File: config.mk
export PLATFORM = sky130hd
export DESIGN_NAME = unsigned_to_decimal_ascii_top_flat
export DESIGN_NICKNAME = d
export VERILOG_FILES = /design/src/design/u2d_pkg.sv /design/src/design/u2d_in_if.sv /design/src/design/u2d_out_if.sv /design/src/design/u2d_datapath.sv /design/src/design/u2d_ctrl.sv /design/src/design/unsigned_to_decimal_ascii_top.sv /design/src/flat_wrapper.sv
export SDC_FILE = /design/constraint.sdc
export NUM_CORES = 1
export LEC_CHECK = 0
export ABC_CLOCK_PERIOD_IN_PS = 8700
export BUFFER_PORTS_ARGS = -buffer_cell sky130_fd_sc_hd__buf_2
export CAP_MARGIN = 20
export CORE_MARGIN = 2
export CORE_UTILIZATION = 66
export DETAILED_ROUTE_END_ITERATION = 12
export PLACE_DENSITY = 0.84
export SKIP_CTS_REPAIR_TIMING = 1
export SLEW_MARGIN = 20
export SYNTH_ARGS = -nofsm -noshare
export SYNTH_HDL_FRONTEND = slang
export SYNTH_SLANG_ARGS = --single-unit
File: constraint.sdc
create_clock -name clk -period 8.7 [get_ports clk]
set_input_delay 0.435 -clock clk [delete_from_list [all_inputs] [get_ports clk]]
set_output_delay 0.435 -clock clk [all_outputs]
set_load 0.005 [all_outputs]
File: src/design/u2d_pkg.sv
package u2d_pkg;

	// Widths of one BCD digit and of the ASCII result field
	localparam int unsigned DIGIT_W       = 4;
	localparam int unsigned CHAR_W        = 6;
	// Input bits folded into the BCD register per conversion cycle
	localparam int unsigned BITS_PER_STEP = 8;
	// Low six bits of the ASCII code for '0'
	localparam logic [CHAR_W-1:0] ASCII_ZERO = 6'd48;

	typedef enum logic [1:0] {
		ST_IDLE,
		ST_CONV,
		ST_FIND,
		ST_EMIT
	} u2d_state_t;

	// Commands from the controller to the datapath
	typedef struct packed {
		logic load;
		logic step;
		logic find;
		logic emit_next;
	} u2d_cmd_t;

	// Status from the datapath to the controller
	typedef struct packed {
		logic conv_last;
		logic digit_last;
	} u2d_status_t;

endpackage

File: src/design/u2d_in_if.sv
interface u2d_in_if;
	logic        valid;
	logic        ready;
	logic [63:0] number;

	modport source (output valid, output number, input ready);
	modport sink (input valid, input number, output ready);
endinterface

File: src/design/u2d_out_if.sv
interface u2d_out_if;
	logic       valid;
	logic       ready;
	logic [5:0] digit_char;
	logic       last_digit;

	modport source (output valid, output digit_char, output last_digit, input ready);
	modport sink (input valid, input digit_char, input last_digit, output ready);
endinterface

File: src/design/u2d_datapath.sv
module u2d_datapath
	import u2d_pkg::*;
#(
	parameter int unsigned VALUE_WIDTH = 64
) (
	input  logic              clk,
	input  logic              arst_n,
	input  logic [63:0]       number,
	input  u2d_cmd_t          cmd,
	output u2d_status_t       status,
	output logic [CHAR_W-1:0] digit_char
);

	localparam int unsigned STEPS  = (VALUE_WIDTH + BITS_PER_STEP - 1) / BITS_PER_STEP;
	localparam int unsigned PAD_W  = STEPS * BITS_PER_STEP;
	// Decimal digits needed for VALUE_WIDTH bits: floor(w * log10(2)) + 1
	localparam int unsigned NDIG   = (VALUE_WIDTH * 30103) / 100000 + 1;
	localparam int unsigned BCD_W  = NDIG * DIGIT_W;
	localparam int unsigned IDX_W  = (NDIG > 1) ? $clog2(NDIG) : 1;
	localparam int unsigned STEP_W = $clog2(STEPS + 1);

	logic [PAD_W-1:0]  val_q;
	logic [BCD_W-1:0]  bcd_q;
	logic [STEP_W-1:0] step_cnt_q;
	logic [IDX_W-1:0]  idx_q;

	logic [PAD_W-1:0]  val_next;
	logic [BCD_W-1:0]  bcd_next;
	logic [IDX_W-1:0]  top_idx;
	logic [DIGIT_W-1:0] cur_digit;

	// Double dabble over BITS_PER_STEP input bits: adjust digits, then shift one bit in
	always_comb begin
		val_next = val_q;
		bcd_next = bcd_q;
		for (int b = 0; b < BITS_PER_STEP; b++) begin
			for (int d = 0; d < NDIG; d++) begin
				if (bcd_next[d*DIGIT_W +: DIGIT_W] >= DIGIT_W'(5)) begin
					bcd_next[d*DIGIT_W +: DIGIT_W] = bcd_next[d*DIGIT_W +: DIGIT_W] + DIGIT_W'(3);
				end
			end
			bcd_next = {bcd_next[BCD_W-2:0], val_next[PAD_W-1]};
			val_next = {val_next[PAD_W-2:0], 1'b0};
		end
	end

	// Locate the most significant nonzero digit; zero value starts at digit zero
	always_comb begin
		top_idx = '0;
		for (int d = 0; d < NDIG; d++) begin
			if (bcd_q[d*DIGIT_W +: DIGIT_W] != '0) begin
				top_idx = IDX_W'(d);
			end
		end
	end

	// Conversion and emission registers
	always_ff @(posedge clk) begin
		if (cmd.load) begin
			val_q <= PAD_W'(number[VALUE_WIDTH-1:0]);
			bcd_q <= '0;
		end else if (cmd.step) begin
			val_q <= val_next;
			bcd_q <= bcd_next;
		end
	end

	always_ff @(posedge clk or negedge arst_n) begin
		if (!arst_n) begin
			step_cnt_q <= '0;
			idx_q      <= '0;
		end else begin
			if (cmd.load) begin
				step_cnt_q <= STEP_W'(STEPS);
			end else if (cmd.step) begin
				step_cnt_q <= step_cnt_q - STEP_W'(1);
			end
			if (cmd.find) begin
				idx_q <= top_idx;
			end else if (cmd.emit_next) begin
				idx_q <= idx_q - IDX_W'(1);
			end
		end
	end

	assign cur_digit         = bcd_q[idx_q*DIGIT_W +: DIGIT_W];
	assign digit_char        = ASCII_ZERO + CHAR_W'(cur_digit);
	assign status.conv_last  = (step_cnt_q == STEP_W'(1));
	assign status.digit_last = (idx_q == '0);

	// The leading digit of a run is nonzero unless the run is the single digit zero
	a_lead_nonzero: assert property (@(posedge clk) disable iff (!arst_n)
		cmd.find |=> (cur_digit != '0) || (idx_q == '0))
		else $error("leading digit is zero in a multi-digit run");

	// The first digit emitted after the leading-digit search is a decimal digit
	a_digit_range: assert property (@(posedge clk) disable iff (!arst_n)
		$past(cmd.find) |-> cur_digit <= DIGIT_W'(9))
		else $error("BCD digit out of range");

	// Stepping never runs past the programmed count
	a_step_count: assert property (@(posedge clk) disable iff (!arst_n)
		cmd.step |-> step_cnt_q != '0)
		else $error("conversion step with exhausted counter");

endmodule

File: src/design/u2d_ctrl.sv
module u2d_ctrl
	import u2d_pkg::*;
(
	input  logic        clk,
	input  logic        arst_n,
	input  logic        in_valid,
	output logic        in_ready,
	output logic        out_valid,
	input  logic        out_ready,
	input  u2d_status_t status,
	output u2d_cmd_t    cmd
);

	u2d_state_t state_q;
	u2d_state_t state_next;

	// Advance state
	always_ff @(posedge clk or negedge arst_n) begin
		if (!arst_n) begin
			state_q <= ST_IDLE;
		end else begin
			state_q <= state_next;
		end
	end

	// Next state
	always_comb begin
		state_next = state_q;
		case (state_q)
			ST_IDLE: begin
				if (in_valid) state_next = ST_CONV;
			end
			ST_CONV: begin
				if (status.conv_last) state_next = ST_FIND;
			end
			ST_FIND: begin
				state_next = ST_EMIT;
			end
			ST_EMIT: begin
				if (out_ready && status.digit_last) state_next = ST_IDLE;
			end
			default: begin
				state_next = ST_IDLE;
			end
		endcase
	end

	// Outputs and datapath commands
	always_comb begin
		in_ready      = 1'b0;
		out_valid     = 1'b0;
		cmd           = '0;
		case (state_q)
			ST_IDLE: begin
				in_ready = 1'b1;
				cmd.load = in_valid;
			end
			ST_CONV: begin
				cmd.step = 1'b1;
			end
			ST_FIND: begin
				cmd.find = 1'b1;
			end
			ST_EMIT: begin
				out_valid     = 1'b1;
				cmd.emit_next = out_ready && !status.digit_last;
			end
			default: begin
				in_ready = 1'b0;
			end
		endcase
	end

	// Input and output sides are never open together
	a_one_side: assert property (@(posedge clk) disable iff (!arst_n)
		!(in_ready && out_valid))
		else $error("input and output both active");

	// Final conversion step always leads into the digit search
	a_conv_to_find: assert property (@(posedge clk) disable iff (!arst_n)
		(state_q == ST_CONV) && status.conv_last |=> state_q == ST_FIND)
		else $error("conversion did not hand over to search");

	// A stalled digit keeps the block emitting
	a_emit_hold: assert property (@(posedge clk) disable iff (!arst_n)
		out_valid && !out_ready |=> out_valid)
		else $error("emission dropped under stall");

endmodule

File: src/design/unsigned_to_decimal_ascii_top.sv
// Channel     Dir   Payload                               Handshake
// number_ch   in    number[63:0]                          valid/ready
// digit_ch    out   digit_char[5:0], last_digit           valid/ready
//
// An item is accepted in the idle state, goes through the double-dabble conversion steps and the
// leading-digit search, then emits one digit per cycle while digit_ch is ready.
// The shift-and-adjust unit folds 8 input bits into the BCD register per cycle.
// Reset clears the controller state and the counters; no clearing pass.
// A stall on digit_ch holds the current digit; number_ch is ready only when idle.
module unsigned_to_decimal_ascii_top
	import u2d_pkg::*;
#(
	parameter int unsigned VALUE_WIDTH = 64
) (
	input logic      clk,
	input logic      arst_n,
	u2d_in_if.sink   number_ch,
	u2d_out_if.source digit_ch
);

	u2d_cmd_t    cmd;
	u2d_status_t status;

	u2d_ctrl u_ctrl (
		.clk       (clk),
		.arst_n    (arst_n),
		.in_valid  (number_ch.valid),
		.in_ready  (number_ch.ready),
		.out_valid (digit_ch.valid),
		.out_ready (digit_ch.ready),
		.status    (status),
		.cmd       (cmd)
	);

	u2d_datapath #(
		.VALUE_WIDTH (VALUE_WIDTH)
	) u_datapath (
		.clk        (clk),
		.arst_n     (arst_n),
		.number     (number_ch.number),
		.cmd        (cmd),
		.status     (status),
		.digit_char (digit_ch.digit_char)
	);

	assign digit_ch.last_digit = status.digit_last;

endmodule
File: src/flat_wrapper.sv
// flat-port wrapper written by rule: the top's interface ports become plain ports
module unsigned_to_decimal_ascii_top_flat import u2d_pkg::*;
#(
	parameter int unsigned VALUE_WIDTH = 64
)
  (clk, arst_n, number_ch_valid, number_ch_number, number_ch_ready, digit_ch_valid, digit_ch_digit_char, digit_ch_last_digit, digit_ch_ready);
  u2d_in_if number_ch_i ();
  u2d_out_if digit_ch_i ();
  input logic clk;
  input logic arst_n;
  input wire logic [$bits(number_ch_i.valid)-1:0] number_ch_valid;
  input wire logic [$bits(number_ch_i.number)-1:0] number_ch_number;
  output wire logic [$bits(number_ch_i.ready)-1:0] number_ch_ready;
  output wire logic [$bits(digit_ch_i.valid)-1:0] digit_ch_valid;
  output wire logic [$bits(digit_ch_i.digit_char)-1:0] digit_ch_digit_char;
  output wire logic [$bits(digit_ch_i.last_digit)-1:0] digit_ch_last_digit;
  input wire logic [$bits(digit_ch_i.ready)-1:0] digit_ch_ready;
  assign number_ch_i.valid = number_ch_valid;
  assign number_ch_i.number = number_ch_number;
  assign number_ch_ready = number_ch_i.ready;
  assign digit_ch_valid = digit_ch_i.valid;
  assign digit_ch_digit_char = digit_ch_i.digit_char;
  assign digit_ch_last_digit = digit_ch_i.last_digit;
  assign digit_ch_i.ready = digit_ch_ready;
  unsigned_to_decimal_ascii_top #(.VALUE_WIDTH(VALUE_WIDTH)) u_core (.clk(clk), .arst_n(arst_n), .number_ch(number_ch_i), .digit_ch(digit_ch_i));
endmodule
==> impl_metrics.toml <==
[place]
place_congestion = 0.941
dpl_cell_area_mm2 = 0.0291
dp_slack_ns = 1.09
portBuffers = 74
hpwlAfterDp_um = 56800

[critical_path]
crit_path_max_fanout = 11
reg2regPathDepth = 29
end_kind = "register"
path_class = "register to register"
r2r-end = "u_core.u_datapath.bcd_q[53]$_SDFFE_PP0P_"
rrSetupSlack_ns = 0.96
critPathMaxStageDelay_ns = 0.94
path_common_cell = "inv_1"
arrival_ns = 8.10
startpoint_type = "register"
cp_slowest_cell = "o21ai_0"
crit_required_ns = 9.06
r2r_start = "u_core.u_datapath.bcd_q[40]$_SDFFE_PP0P_"

[yosys]
synth_xor_area_share_pct = 3.96
ys_seq_elements = 155
synth_mux_area_share_pct = 8.02
synth_compound_area_share_pct = 37.2
synth_edf_count = 64
synth_fa_ha_area_share_pct = 6.73
synth_top_family_by_area = "compound AO/OA/AOI/OAI gates"
synthSimpleGateAreaFrac_pct = 25.5
syn_inst = 3920
synth_top_area_cell = "edfxtp_1"
netlist_top_cells_area = "edfxtp_1 6.7%, nand2_1 6.4%, ha_1 5.6%"
synthArstFlopShare_pct = 7.10
yosys_warnings = 0
synth-main-ff-cell = "dfxtp_1"
synth_top_area_share_pct = 6.71
yosysSeqAreaShare_pct = 13.3
syn_avg_cell_area_um2 = 7.31
ys_types = 150
syn-cell-area_mm2 = 0.0286

[drt]
firstDrtPassIters = 9
ant_nets = 0
route.detailed.drc = 0
wire_per_inst_um = 17.1
num_vias = 30300
drt-total-wl_um = 76000
drt_iter0_drc = 3178
viasPerCell = 6.80

[cells_and_area]
area_growth_pct = 3.66
multi_input_area_mm2 = 0.0234
final_common_cell = "nand2_1"
drive_gt1_share_pct = 12.7
final_cell_area_mm2 = 0.0297
final_cell_mix = "491 x nand2_1, 303 x nor2_1, 241 x a21oi_1, 234 x o21ai_0, 163 x inv_1"
register_area_mm2 = 0.00380
nFillCells = 3726
nets = 4052

[timing]
clock_skew_ns = 0.0149
holdWs_ns = 0.242
fin_crit_ns = 7.74
slew_violations = 0
worst_slew_pin_slew_ns = 1.15
rsz0062_at_grt = "false"
fin_tns_setup_ns = 0
fmax_mhz = 129
setup_viol = 0
max-slew-margin-rel_pct = 22.0
hold_violations = 0
worst_slack_ns = 0.961
fin_crit_sh_pct = 89.0

[floorplan]
die_x_um = 212
die_h_um = 212
rows = 76
fp.dieArea_mm2 = 0.0451
ios = 77
coreArea_mm2 = 0.0430
start_util_pct = 66.7

[clocking]
cts.clk_slew.worst_paths_ns = 0.08
tritoncts = "done"
cts_num_sinks = 155
clk_latency_ns = 0.45
cts_buffers = 17
clockBufferDepth = 2
htreeDepth = 4
cts_root_buf = "clkbuf_16"

[grt]
grtUsageTotal_pct = 32.2
antenna_found_initial = 0
overflow = 0
grt_max_degree = 84
grt_pass1_vias = 26000
grt_pass1_wl_um = 124000

[min_path]
whs_path_depth = 3
hp-start = "number_ch_number[36]"
worstHoldPathType = "primary input to register"
hold-path-endpoint = "u_core.u_datapath.val_q[36]$_DFFE_PP_"

[run_status]
status = "complete, no violations"

[job]
max_cap_violations = 0
synth_stat cells, types with 40 or more instances:
master	number
nor2_1	305
a31oi_1	59
nand2_1	492
o21ai_1	70
inv_1	164
edfxtp_1	64
a21oi_1	241
a211oi_1	74
a21o_1	40
nor3_1	139
nand2b_1	51
buf_2	58
xnor2_1	53
and3_1	40
nand3_1	127
ha_1	129
o211ai_1	71
mux2_2	57
o21ai_0	234
o22ai_1	48
dfxtp_1	80
mux2i_1	94
a211o_1	45
clkbuf_1	97
and2_1	56
cells by family after synthesis:
kind of cell	count (synthesis)
adder cells (fa/ha/maj)	160
buffers and inverters	365
XOR/XNOR	102
AO/OA/AOI/OAI	1450
flip-flops	155
multiplexers	187
AND/OR/NAND/NOR	1500
other	1
state kept, by name, indices dropped and copies added, names as in the netlist:
name,flops
u_core.u_datapath.val_q,64
u_core.u_datapath.idx_q,5
u_core.u_datapath.step_cnt_q,4
u_core.u_ctrl.state_q,2
u_core.u_datapath.bcd_q,80
final cells by class:
type | instances | area share (%)
multi-input cells | 3401 | 78.7
clock buffers | 17 | 1.43
repair buffers | 95 | 1.79
flip-flops and latches | 155 | 12.8
inverters | 185 | 2.36
clock inverters | 15 | 0.501
diodes | 1 | 0.00843
well taps | 585 | 2.46
worst max-delay path: cells and delay by family (launching register included):
| family | cells | cell delay (ns) |
|---|---|---|
| xor+xnor | 1 | 0.29 |
| compound gates | 12 | 3.47 |
| mux | 1 | 0.25 |
| flops | 1 | 0.48 |
| buf+inv | 5 | 0.37 |
| fa+ha+maj | 5 | 1.49 |
| simple gates | 5 | 1.28 |
layer usage:
layer | GRT usage, % | wire length, um | vias to the layer above
met1 | 44.0 | 34100 | 14200
met4 | 9.16 | 1970 | 0
met3 | 2.45 | 4710 | 155
met2 | 54.4 | 35200 | 1052
li1 | - | - | 14900
met5 | 0 | 0 | -
how the worst max path moves through the flow:
stage | to | slack (ns) | startpoint
after floorplan | u_core.u_datapath.bcd_q[40]$_SDFFE_PP0P_ | 1.75 | u_core.u_datapath.bcd_q[32]$_SDFFE_PP0P_
after global placement | u_core.u_datapath.bcd_q[40]$_SDFFE_PP0P_ | 1.35 | u_core.u_datapath.bcd_q[32]$_SDFFE_PP0P_
after detailed placement | u_core.u_datapath.bcd_q[53]$_SDFFE_PP0P_ | 1.09 | u_core.u_datapath.bcd_q[40]$_SDFFE_PP0P_
after CTS | u_core.u_datapath.bcd_q[53]$_SDFFE_PP0P_ | 1.07 | u_core.u_datapath.bcd_q[40]$_SDFFE_PP0P_
after global routing | u_core.u_datapath.bcd_q[53]$_SDFFE_PP0P_ | 0.32 | u_core.u_datapath.bcd_q[40]$_SDFFE_PP0P_
final | u_core.u_datapath.bcd_q[53]$_SDFFE_PP0P_ | 0.96 | u_core.u_datapath.bcd_q[40]$_SDFFE_PP0P_
stage by stage:
stage / utilization, % / cells
4_1_cts: 69.1 / 4452
2_1_floorplan: - / 3921
5_1_grt: 69.1 / 4453
3_5_place_dp: 67.7 / 4420
3_3_place_gp: 67.7 / 4420
6_report: 69.1 / 4454
Power is left out: the tool's default activity adds up to more than one toggle a clock period on the data nets, which glitch-free logic cannot reach.
